## src/rtl/page_free_list_allocator_unit_defines.svh

```systemverilog
// Assertion macros used by the page allocator top level.
`ifndef PAGE_FREE_LIST_ALLOCATOR_UNIT_DEFINES_SVH
`define PAGE_FREE_LIST_ALLOCATOR_UNIT_DEFINES_SVH

// Check that a condition implies another in the same cycle.
`define PFLA_ASSERT_SAME(label, clk, rst, ante, cons, msg) \
   label: assert property (@(posedge clk) disable iff (rst) (ante) |-> (cons)) \
      else $error(msg);

// Check that a condition implies another in the next cycle.
`define PFLA_ASSERT_NEXT(label, clk, rst, ante, cons, msg) \
   label: assert property (@(posedge clk) disable iff (rst) (ante) |=> (cons)) \
      else $error(msg);

`endif

```

## src/rtl/pfla_pkg.sv

```systemverilog
// Shared constants, codes and types of the page allocator.
`default_nettype none

package pfla_pkg;

   localparam int PAGE_COUNT = 1024;
   localparam int PAGE_ID_W  = 10;
   localparam int FRESH_W    = 11;
   localparam int ROW_W      = 32;

   typedef logic [1:0]           func_type;
   typedef logic [1:0]           status_type;
   typedef logic [PAGE_ID_W-1:0] page_id_type;
   typedef logic [FRESH_W-1:0]   fresh_type;
   typedef logic [ROW_W-1:0]     row_type;

   localparam func_type FUNC_ALLOC = 2'd0;
   localparam func_type FUNC_FREE  = 2'd1;
   localparam func_type FUNC_ROW   = 2'd2;

   localparam status_type ST_DONE    = 2'd0;
   localparam status_type ST_ZERO    = 2'd1;
   localparam status_type ST_ALREADY = 2'd2;
   localparam status_type ST_FULL    = 2'd3;

   localparam fresh_type FRESH_LIMIT = fresh_type'(PAGE_COUNT);
   localparam fresh_type FRESH_FIRST = fresh_type'(1);

   // Request and state seen by the execute logic
   typedef struct packed {
      func_type    func;
      page_id_type page_id;
      page_id_type free_head;
      fresh_type   next_fresh;
      row_type     next_row;
      page_id_type head_link;
      logic        page_is_free;
   } exec_in_type;

   // State updates and result of one request
   typedef struct packed {
      logic        head_we;
      page_id_type head_next;
      logic        fresh_inc;
      logic        row_inc;
      logic        link_we;
      page_id_type link_addr;
      page_id_type link_data;
      logic        flag_we;
      page_id_type flag_addr;
      logic        flag_data;
      page_id_type res_page;
      status_type  status;
      row_type     row;
   } exec_out_type;

endpackage

`default_nettype wire

```

## src/rtl/pfla_exec.sv

```systemverilog
// Decode of one request into state updates and a result.
`default_nettype none

module pfla_exec (
   input  wire pfla_pkg::exec_in_type  exec_in,
   output pfla_pkg::exec_out_type      exec_out
);

   logic page_known;

   // A page below the bump counter has been handed out at least once
   assign page_known = ({1'b0, exec_in.page_id} < exec_in.next_fresh);

   always_comb begin
      exec_out           = '0;
      exec_out.status    = pfla_pkg::ST_DONE;
      exec_out.head_next = exec_in.free_head;
      exec_out.link_addr = exec_in.page_id;
      exec_out.link_data = exec_in.free_head;
      exec_out.flag_addr = exec_in.page_id;
      unique case (exec_in.func)
         pfla_pkg::FUNC_ALLOC: begin
            if (exec_in.free_head != '0) begin
               // Pop the free list head
               exec_out.res_page  = exec_in.free_head;
               exec_out.head_we   = 1'b1;
               exec_out.head_next = exec_in.head_link;
               exec_out.flag_we   = 1'b1;
               exec_out.flag_addr = exec_in.free_head;
               exec_out.flag_data = 1'b0;
            end else if (exec_in.next_fresh < pfla_pkg::FRESH_LIMIT) begin
               // Bump a fresh page; its free mark is written here first
               exec_out.res_page  = exec_in.next_fresh[pfla_pkg::PAGE_ID_W-1:0];
               exec_out.fresh_inc = 1'b1;
               exec_out.flag_we   = 1'b1;
               exec_out.flag_addr = exec_in.next_fresh[pfla_pkg::PAGE_ID_W-1:0];
               exec_out.flag_data = 1'b0;
            end else begin
               exec_out.status = pfla_pkg::ST_FULL;
            end
         end
         pfla_pkg::FUNC_FREE: begin
            if (exec_in.page_id == '0 || !page_known) begin
               exec_out.status = pfla_pkg::ST_ZERO;
            end else if (exec_in.page_is_free) begin
               exec_out.status = pfla_pkg::ST_ALREADY;
            end else begin
               // Push the page onto the free list
               exec_out.link_we   = 1'b1;
               exec_out.head_we   = 1'b1;
               exec_out.head_next = exec_in.page_id;
               exec_out.flag_we   = 1'b1;
               exec_out.flag_data = 1'b1;
            end
         end
         pfla_pkg::FUNC_ROW: begin
            exec_out.row     = exec_in.next_row;
            exec_out.row_inc = 1'b1;
         end
         default: begin
            // Unused code: no change, zero result
         end
      endcase
   end

endmodule

`default_nettype wire

```

## config.mk

```make
export PLATFORM = sky130hd
export DESIGN_NAME = pfla_exec
export DESIGN_NICKNAME = d
export VERILOG_FILES = /design/src/rtl/page_free_list_allocator_unit_defines.svh /design/src/rtl/pfla_pkg.sv /design/src/rtl/pfla_exec.sv
export SDC_FILE = /design/constraint.sdc
export NUM_CORES = 1
export LEC_CHECK = 0
export ABC_AREA = 1
export ABC_CLOCK_PERIOD_IN_PS = 2200
export BUFFER_PORTS_ARGS = -buffer_cell sky130_fd_sc_hd__buf_2
export CORE_MARGIN = 2
export CORE_UTILIZATION = 39
export DETAILED_ROUTE_END_ITERATION = 10
export PLACE_DENSITY = 0.84
export SKIP_LAST_GASP = 1
export SYNTH_ARGS = -nofsm -noshare
export SYNTH_HDL_FRONTEND = slang
export SYNTH_SLANG_ARGS = --single-unit
```

## constraint.sdc

```tcl
create_clock -name vclk -period 2.2
set_input_delay 0.44 -clock vclk [all_inputs]
set_output_delay 0.44 -clock vclk [all_outputs]
set_load 0.02 [all_outputs]
```

# Word-level counts from Yosys, hierarchy flattened
# Index checks and enable logic that the tools add are counted.
word_totals:
  ff_bits: 0
  latch_bits: 0
  ram_bits: 0
  rom_bits: 0
  inputBits: 76
  out_inout_bits: 90
  wordCells: 32
  memories: 0
classes:
  add_sub_neg: 0
  mul: 0
  div: 0
  magnitude_cmp: 2
  n_eq_ne: 2
  shifts: 0
  n_mux: 23
  bitwise_logic: 0
  n_reduce_logical: 5
ops:
  columns: ["operator", "n"]
  rows:
  - ["two-way mux 22 bit", 2]
  - ["two-way mux 11 bit", 3]
  - ["two-way mux 32 bit", 1]
  - ["case mux 11 bit (2 select lines)", 1]
  - ["two-way mux 10 bit", 2]
  - ["< comparator 10 x 11 -> 1 bit", 1]
  - ["< comparator 11 bit, second input constant", 1]
  - ["logical NOT 10 bit", 1]
  - ["nonzero test 10 bit", 1]
  - ["two-way mux 2 bit", 4]
  - ["two-way mux 1 bit", 7]
  - ["case mux 1 bit (2 select lines)", 2]
  - ["case mux 2 bit (2 select lines)", 1]
  - ["== test 2 x 1 -> 1 bit, second input constant", 1]
  - ["== test 2 bit, second input constant", 1]
  - ["logical NOT 2 bit", 1]
  - ["logical NOT 1 bit", 1]
  - ["logical OR 1 bit", 1]

# Logic depth before layout (Yosys ltp)
# Gate-level depths: netlist of run 1.
logic_depth:
  word_depth: 5
  depth_mapped: 13
  ltp_nobuf: 12

# Worst setup path after synthesis of run 1
# OpenSTA, ideal clock, no wires.
synth_path:
  path_kind: "input port to output port"
  start: "in exec_in[51] (netlist bit)"
  end: "out exec_out[55] (netlist bit)"
  arrival_ns: 1.824
  required_ns: 1.760
  setup_slack_ns: -0.064
  stages: 11
  path_buffers: 0
  path_cell_list: "inv_1 -> ha_1 -> nand2_1 -> nand2_1 -> nand2_1 -> nand2_1 -> nor2_2 -> nand4_1 -> nor2_1 -> inv_1 -> nand2_1"
synth_lines:
  columns: ["item", "line", "rtl"]
  rows:
  - ["start: declaration", "pfla_exec.sv:5", "input wire pfla_pkg::exec_in_type exec_in,"]
  - ["end: declaration", "pfla_exec.sv:6", "output pfla_pkg::exec_out_type exec_out"]

==> run summary, run 1 <==
GLOBAL ROUTING
---------------------------------------------------------------------------
Via count of the first global-routing pass                             2539
Maximum number of pins on one net before global-route repair             34
First-pass GRT wire length                                         11540 um
Remaining global-route overflow                                           0
Total global-route track usage                                       0.2688
Initial antenna violation count                                           0

FLOORPLANNING
---------------------------------------------------------------------------
Boundary pin count                                                      166
Area of the placeable core                                     0.004354 mm^2
Die Outline Area                                               0.005044 mm^2
Number of standard-cell rows in the floorplan                            24
Die H                                                              71.02 um
Starting density of the core                                         0.4023
DIE WIDTH                                                          71.02 um

SETUP PATH
---------------------------------------------------------------------------
Cell-by-cell trace of the critical path                        buf_6, inv_4, ha_4, nand2_2, nand2_2, nand2_2, nand2_2, nor2_4, buf_6, nand4_1, nor2_2, buf_4, buf_6
Buffers & Inverters on Critical Path                                      5
Critical path start-end classification                         input pin to output pin
Crit path top cell by count                                    sky130_fd_sc_hd__nand2_2
Cell with the largest stage delay on the worst path            sky130_fd_sc_hd__ha_4
Stage delay of the slowest cell on the critical path                0.19 ns
Arrival time worst endpoint                                         1.89 ns
Largest delay share family, worst path                         simple AND/OR/NAND/NOR gates
Critical path startpoint category                                 input pin
Worst-path maximum fanout                                                 6
Endpoint type of the worst setup path                            output pin
WP data required                                                    1.76 ns
Launching instance or port of the critical path                 exec_in[51]

TIMING
---------------------------------------------------------------------------
Headroom to the max-slew limit                                       0.7889
WHS                                                                1.123 ns
Fin crit period                                                    2.328 ns
Unrepaired setup endpoints after global routing                         yes
Fin. Hold Viols                                                           0
Total setup violations reported at the end of the flow                   16
Maximum clock frequency                                          0.4296 GHz
Setup TNS                                                         -1.371 ns
Fin crit share                                                        1.058
Final setup margin                                               -0.1279 ns
Worst-Margin Slew                                                 0.3138 ns
Max Transition Viols Final                                                0

POWER
---------------------------------------------------------------------------
LEAKAGE                                                         0.002112 uW
Cell area power density                                        226.7 mW/mm^2
Maximum resistive drop on vdd                                      114.5 uV

ROUTING
---------------------------------------------------------------------------
Final WL                                                            7688 um
Wire length per cell                                               12.67 um
Detail Route Antenna Nets                                                 0
Drt first-iter violations                                               250
Drt pass-1 iters                                                          4
Average via count per standard cell                                   4.707
# DRC                                                                     0
Via total after detailed routing                                       2857

PLACED DESIGN
---------------------------------------------------------------------------
Final weighted congestion in routability-driven placement            0.9272
Post-placement cell area                                       0.002715 mm^2
Port-buffer cells                                                       166
Setup slack at placement                                         -0.2176 ns
Hpwl dp                                                             5660 um
Post-Place Cells                                                        600

CLOCK NETWORK
---------------------------------------------------------------------------
Hold bufs inserted after CTS                                              0

MIN PATH
---------------------------------------------------------------------------
Worst hold-check path type                                     input pin to output pin
Worst hold stages                                                         2
Hold-critical path endpoint                                    exec_out[59]
Critical hold path startpoint                                   exec_in[57]

SYNTHESIS
---------------------------------------------------------------------------
Synth Net Count                                                         463
Mapped Avg Cell Area                                             4.634 um^2
YS warnings                                                               0
Post-synth top area share                                            0.2850
Cells after Synth                                                       378
Leading cell types by total area after synthesis               sky130_fd_sc_hd__nand2_1, sky130_fd_sc_hd__inv_1, sky130_fd_sc_hd__buf_4
Area of the mapped netlist                                     0.001752 mm^2
Sequential element share of the synthesized area                          0
Count of unique library cells instantiated by Yosys                      23
Cell taking the most area after synthesis                      sky130_fd_sc_hd__nand2_1

FINAL LAYOUT
---------------------------------------------------------------------------
Total area of multi-input combinational cells                  0.001420 mm^2
Non-filler cells in the finished layout                                 607
Proportion of layout cells with a drive suffix above 1               0.4937
Final #Nets                                                             642
Leading cell type in the layout, fill and taps excluded        sky130_fd_sc_hd__buf_2
Flip-flop and latch area                                             0 um^2
Number of filler cells placed in the layout                             404
Number of antenna repair diodes                                           0
Post-route cell area                                           0.003159 mm^2
CLK BUF                                                                   0
Sequential cells                                                          0
Most frequent cells in the layout                              sky130_fd_sc_hd__buf_2, sky130_fd_sc_hd__nand2_1, sky130_fd_sc_hd__inv_1
Area added between synthesis and finish                              80.36%

JOB
---------------------------------------------------------------------------
Maxcap violations                                                         0

STATUS
---------------------------------------------------------------------------
Run status                                                     complete, but fails checks
Violations in the final reports                                setup timing

[worst max path at each step]
| stage | endpoint | depth (start not counted) |
|---|---|---|
| after floorplan | exec_out[33] | 10 |
| after global placement | exec_out[87] | 11 |
| after detailed placement | exec_out[87] | 11 |
| after CTS | exec_out[89] | 14 |
| after global routing | exec_out[55] | 14 |
| final | exec_out[44] | 13 |
[cell usage after synthesis]
cell                         n
sky130_fd_sc_hd__buf_4      24
sky130_fd_sc_hd__ha_1        9
sky130_fd_sc_hd__mux2i_1     2
sky130_fd_sc_hd__nor2_2      3
sky130_fd_sc_hd__o21ai_1     1
sky130_fd_sc_hd__o21ai_0    22
sky130_fd_sc_hd__inv_1      79
sky130_fd_sc_hd__buf_2       5
sky130_fd_sc_hd__o31ai_2     1
sky130_fd_sc_hd__nand4_1    12
sky130_fd_sc_hd__inv_2       5
sky130_fd_sc_hd__nand3_1    12
sky130_fd_sc_hd__nor2_1     44
sky130_fd_sc_hd__buf_1       2
sky130_fd_sc_hd__nor4_1      1
sky130_fd_sc_hd__nand3_2     1
sky130_fd_sc_hd__nor3_2      1
sky130_fd_sc_hd__buf_6       1
sky130_fd_sc_hd__clkbuf_1    5
sky130_fd_sc_hd__nand2_2     2
sky130_fd_sc_hd__nand2_1   133
sky130_fd_sc_hd__a21oi_1     4
sky130_fd_sc_hd__o22ai_1     9
[report_power, final]
part           internal, uW  switching, uW
Combinational           302            414
Clock                     0              0
Sequential                0              0
[routing by layer]
layer / global-route usage / wire [um] / part of all wire
met1: 0.3726 / 3246 / 0.42
met4: 0.01468 / 17 / 0.0022
met5: 0 / 0 / 0
met2: 0.4756 / 3902 / 0.51
met3: 0.02279 / 521 / 0.068
[final cells by class]
cell class / count / share of cell area
multi-input combinational: 258 / 0.4495
tap: 52 / 0.02059
inverter: 84 / 0.1046
timing repair buffer: 213 / 0.4253
[repair_timing]
item / in CTS / in global routing
setup endpoints to repair: 16 / 33
pin swaps: 7 / 17
gates cloned: 1 / 1
gates resized for setup: 55 / 56
buffers inserted: 2 / 3
[kinds of logic (layout without fill, tap and decap cells)]
logic type,after synthesis,in the layout,share of synthesized area
AND/OR/NAND/NOR,209,210,0.4893
adder cells (fa/ha/maj),9,9,0.06429
buffers and inverters,121,297,0.3186
multiplexers,2,2,0.01143
AO/OA/AOI/OAI,37,37,0.1164
[metrics by stage]
step             util  power, uW
2_1_floorplan       -      363.5
3_3_place_gp   0.6236      580.8
3_5_place_dp   0.6236      589.9
4_1_cts        0.6810      651.4
5_1_grt        0.7256      778.4
6_report       0.7256      716.1
(Power assumes the default switching activity.)
==> inputs of run 2 (changes only) <==
- CELL_PAD_IN_SITES_DETAIL_PLACEMENT: not set -> 1
- CELL_PAD_IN_SITES_GLOBAL_PLACEMENT: not set -> 1
- CORE_UTILIZATION: 39 -> 22
==> run 2 against run 1 <==
- the flow still finishes with violations (setup timing)
- count of clock-buffer cells in the layout did not move
- sequential share of layout area unchanged
- first-iteration DRC count down 59%
- critical path depth down 1
- power increased by 8.0%
- design area grew 7.5%
- fmax fell by 4.9%
- hold slack better by 0.0052 ns
- setup slack lost 0.12 ns
- cell count is 8.9% higher
- routed wire length increased by 40%
- largest cell class unchanged
==> run summary, run 2 (synthesis gave the netlist of run 1 again) <==
STATUS
---------------------------------------------------------------------------
Run status                                                     complete, but fails checks
Violations in the final reports                                setup timing

FINAL LAYOUT
---------------------------------------------------------------------------
CLK BUF                                                                   0
Total area of multi-input combinational cells                  0.001519 mm^2
Leading cell type in the layout, fill and taps excluded        sky130_fd_sc_hd__buf_2
Final #Nets                                                             646
Most frequent cells in the layout                              sky130_fd_sc_hd__buf_2, sky130_fd_sc_hd__nand2_1, sky130_fd_sc_hd__inv_1
Number of filler cells placed in the layout                            1085
Proportion of layout cells with a drive suffix above 1               0.5367
Area added between synthesis and finish                              93.93%
Number of antenna repair diodes                                           0
Sequential cells                                                          0
Flip-flop and latch area                                             0 um^2

FLOORPLANNING
---------------------------------------------------------------------------
DIE WIDTH                                                          93.23 um
Die H                                                              93.23 um
Boundary pin count                                                      166
Die Outline Area                                               0.008692 mm^2
Area of the placeable core                                     0.007727 mm^2
Starting density of the core                                         0.2267
Number of standard-cell rows in the floorplan                            32

ROUTING
---------------------------------------------------------------------------
Drt first-iter violations                                               103
# DRC                                                                     0
Drt pass-1 iters                                                          4
Final WL                                                           10800 um
Via total after detailed routing                                       3061
Detail Route Antenna Nets                                                 0
Wire length per cell                                               16.34 um
Average via count per standard cell                                   4.631

PLACED DESIGN
---------------------------------------------------------------------------
Hpwl dp                                                             7702 um
Final weighted congestion in routability-driven placement            0.8892
Port-buffer cells                                                       166

SETUP PATH
---------------------------------------------------------------------------
Worst-path maximum fanout                                                12
WP data required                                                    1.76 ns
Critical path start-end classification                         input pin to output pin
Critical path startpoint category                                 input pin
Arrival time worst endpoint                                         2.01 ns
Endpoint type of the worst setup path                            output pin

JOB
---------------------------------------------------------------------------
Maxcap violations                                                         0

TIMING
---------------------------------------------------------------------------
Headroom to the max-slew limit                                       0.7438
Unrepaired setup endpoints after global routing                         yes
Fin crit share                                                        1.112
Maximum clock frequency                                          0.4087 GHz
Final setup margin                                               -0.2470 ns
Setup TNS                                                         -2.917 ns
Max Transition Viols Final                                                0
Total setup violations reported at the end of the flow                   16
Fin. Hold Viols                                                           0
Fin crit period                                                    2.447 ns
Worst-Margin Slew                                                 0.3829 ns
WHS                                                                1.128 ns

POWER
---------------------------------------------------------------------------
Maximum resistive drop on vdd                                      96.98 uV
LEAKAGE                                                         0.002150 uW
Cell area power density                                        227.6 mW/mm^2

GLOBAL ROUTING
---------------------------------------------------------------------------
Maximum number of pins on one net before global-route repair             34
Initial antenna violation count                                           0
Via count of the first global-routing pass                             3028
Total global-route track usage                                       0.2071
First-pass GRT wire length                                         14890 um
Remaining global-route overflow                                           0

CLOCK NETWORK
---------------------------------------------------------------------------
Hold bufs inserted after CTS                                              0

MIN PATH
---------------------------------------------------------------------------
Worst hold-check path type                                     input pin to output pin
Worst hold stages                                                         2

[run 2: cell type report]
class / count / share of cell area
timing repair buffer: 217 / 0.4158
tap: 102 / 0.03757
inverter: 84 / 0.09945
multi-input combinational: 258 / 0.4471
[run 2: worst paths after layout]
check | startpoint | slack (ns) | endpoint
worst min-delay path | exec_in[56] | 1.13 | exec_out[58]
worst max-delay path | exec_in[66] | -0.25 | exec_out[82]
[run 2: routing by layer]
layer	wire, um	track usage	part of all wire
met3	461	0.01128	0.043
met1	4444	0.2734	0.41
met4	425	0.03676	0.039
met2	5468	0.3741	0.51
met5	0	0	0
[run 2: power breakdown]
group	total [uW]	switching, uW	internal, uW
registers	0	0	0
clock network	0	0	0
logic	773	456	317
total	773	456	317
[run 2: critical path, cell delays in order]
cell and delay (ns):
sky130_fd_sc_hd__buf_2 0.14, sky130_fd_sc_hd__buf_4 0.17, sky130_fd_sc_hd__nor2_1 0.18, sky130_fd_sc_hd__nand3_1 0.15
sky130_fd_sc_hd__nor2_1 0.24, sky130_fd_sc_hd__nor2_4 0.09, sky130_fd_sc_hd__nand3_4 0.14, sky130_fd_sc_hd__nand2_1 0.07
sky130_fd_sc_hd__nand2_1 0.06, sky130_fd_sc_hd__nand2_1 0.06, sky130_fd_sc_hd__nand2_1 0.10, sky130_fd_sc_hd__buf_2 0.17
[run 2: metrics by stage]
stage / setup slack (ns) / util / instances / power [uW] / cell area [um^2]
after global routing: -0.3045 / 0.4396 / 661 / 832.0 / 3397
after detailed placement: -0.2453 / 0.3565 / 647 / 613.7 / 2755
after global placement: -0.1740 / 0.3565 / 647 / 593.4 / 2755
after CTS: -0.06385 / 0.3993 / 654 / 690.7 / 3085
final: -0.2470 / 0.4396 / 661 / 773.1 / 3397
after floorplan: 0.04200 / - / 378 / 363.5 / 1754
[run 2: what timing repair did]
| item | in CTS | in global routing |
|---|---|---|
| pin swaps | 17 | 12 |
| setup buffers | 4 | 6 |
| resized for setup | 69 | 80 |
| cloned | 3 | 1 |
| setup endpoints to repair | 16 | 37 |
==> inputs of run 3 (changes only) <==
- PLACE_DENSITY: 0.84 -> 0.9
==> run 3 against run 2 <==
- the flow still finishes with violations (setup timing)
- global-route usage grew 1.1 points
- sequential share of layout area is the same
- highest routed layer unchanged
- die area is the same
- critical path depth grew 1
- core utilization grew 1.4 points
- count of clock-buffer cells in the layout is the same
- fmax grew 3.2%
- first-iteration DRC count grew 17%
- via count grew 1.5%
- routed wire length shrank 2.0%
- critical path type unchanged
==> run summary, run 3 (synthesis gave the netlist of run 1 again) <==
ROUTING
---------------------------------------------------------------------------
Average via count per standard cell                                   4.629
# DRC                                                                     0
Wire length per cell                                               15.78 um
Drt pass-1 iters                                                          4
Drt first-iter violations                                               121
Via total after detailed routing                                       3106
Final WL                                                           10590 um
Detail Route Antenna Nets                                                 0

TIMING
---------------------------------------------------------------------------
Total setup violations reported at the end of the flow                   16
Maximum clock frequency                                          0.4219 GHz
Fin crit share                                                        1.077
Final setup margin                                               -0.1704 ns
Fin crit period                                                    2.370 ns
Headroom to the max-slew limit                                       0.6924
Max Transition Viols Final                                                0
Worst-Margin Slew                                                 0.4565 ns
Fin. Hold Viols                                                           0
Unrepaired setup endpoints after global routing                         yes

FLOORPLANNING
---------------------------------------------------------------------------
Die H                                                              93.23 um
DIE WIDTH                                                          93.23 um
Boundary pin count                                                      166
Starting density of the core                                         0.2267
Area of the placeable core                                     0.007727 mm^2
Number of standard-cell rows in the floorplan                            32
Die Outline Area                                               0.008692 mm^2

POWER
---------------------------------------------------------------------------
Maximum resistive drop on vdd                                      92.11 uV
Total power draw                                                   806.0 uW
Cell area power density                                        229.7 mW/mm^2
LEAKAGE                                                         0.002215 uW

SETUP PATH
---------------------------------------------------------------------------
WP data required                                                    1.76 ns
Endpoint type of the worst setup path                            output pin
Cell-by-cell trace of the critical path                        buf_2, inv_2, ha_4, nand2_2, buf_4, nor2_4, nand3_4, buf_6, nand4_1, nand2_1, nand2_1, nand2_1, buf_6
Worst-path maximum fanout                                                 6
Critical path startpoint category                                 input pin
Stage delay of the slowest cell on the critical path                0.26 ns
Arrival time worst endpoint                                         1.93 ns
Critical path start-end classification                         input pin to output pin
Cell with the largest stage delay on the worst path            sky130_fd_sc_hd__ha_4
Crit path top cell by count                                    sky130_fd_sc_hd__nand2_1

STATUS
---------------------------------------------------------------------------
Violations in the final reports                                setup timing
Run status                                                     complete, but fails checks

FINAL LAYOUT
---------------------------------------------------------------------------
Number of antenna repair diodes                                           0
Leading cell type in the layout, fill and taps excluded        sky130_fd_sc_hd__buf_2
CLK BUF                                                                   0
Flip-flop and latch area                                             0 um^2
Proportion of layout cells with a drive suffix above 1               0.5466
Sequential cells                                                          0
Area added between synthesis and finish                              100.3%
Most frequent cells in the layout                              sky130_fd_sc_hd__buf_2, sky130_fd_sc_hd__nand2_1, sky130_fd_sc_hd__inv_1
Final #Nets                                                             656
Non-filler cells in the finished layout                                 671

PLACED DESIGN
---------------------------------------------------------------------------
Hpwl dp                                                             7823 um
Final weighted congestion in routability-driven placement            0.8675
Port-buffer cells                                                       166
Post-Place Cells                                                        657

GLOBAL ROUTING
---------------------------------------------------------------------------
First-pass GRT wire length                                         15520 um
Total global-route track usage                                       0.2183
Remaining global-route overflow                                           0
Initial antenna violation count                                           0
Via count of the first global-routing pass                             3219
Maximum number of pins on one net before global-route repair             34

MIN PATH
---------------------------------------------------------------------------
Worst hold-check path type                                     input pin to output pin
Worst hold stages                                                         2

JOB
---------------------------------------------------------------------------
Maxcap violations                                                         0

## run 3: metrics by stage
step	setup WS (ns)	hold slack [ns]	TNS [ns]	instance area, um^2	util
finish	-0.1704	1.164	-1.490	3508	0.4540
detailed placement	-0.2643	1.163	-3.589	2830	0.3663
floorplan	0.04200	0.9926	0	1754	-
CTS	-0.09801	1.163	-1.140	3189	0.4127
global route	-0.2231	1.174	-3.193	3508	0.4540
global placement	-0.2457	1.159	-3.611	2830	0.3663
## run 3: area by class of cell
class	count	area (um^2)
multi-input cells	258	1526
well taps	102	127.6
fillers	1104	4219
repair buffers	227	1521
inverters	84	332.8
## run 3: worst max-delay path: cells and delay by family
family	cells	cell delay (ns)
buffers and inverters	5	0.59
adder cells (fa/ha/maj)	1	0.26
AND/OR/NAND/NOR	7	0.63
## run 3: final timing paths
| kind | startpoint | end | slack (ns) |
|---|---|---|---|
| setup / recovery | exec_in[49] | exec_out[82] | -0.17 |
| hold / removal | exec_in[64] | exec_out[66] | 1.16 |
## run 3: layer usage
| metal | part of all wire | global-route usage |
|---|---|---|
| met5 | 0 | 0 |
| met4 | 0.015 | 0.01471 |
| met3 | 0.047 | 0.008864 |
| met2 | 0.53 | 0.4179 |
| met1 | 0.40 | 0.2802 |
## run 3: repair_timing
action	CTS	global route
hold buffers	0	0
pin swaps	33	32
resized for setup	73	86
hold endpoints to repair	0	0
buffers inserted	6	5
cloned	3	0
setup endpoints to repair	18	37
## run 3: where the power goes
part / internal [uW] / switching (uW)
Combinational: 344 / 462
Clock: 0 / 0
Sequential: 0 / 0
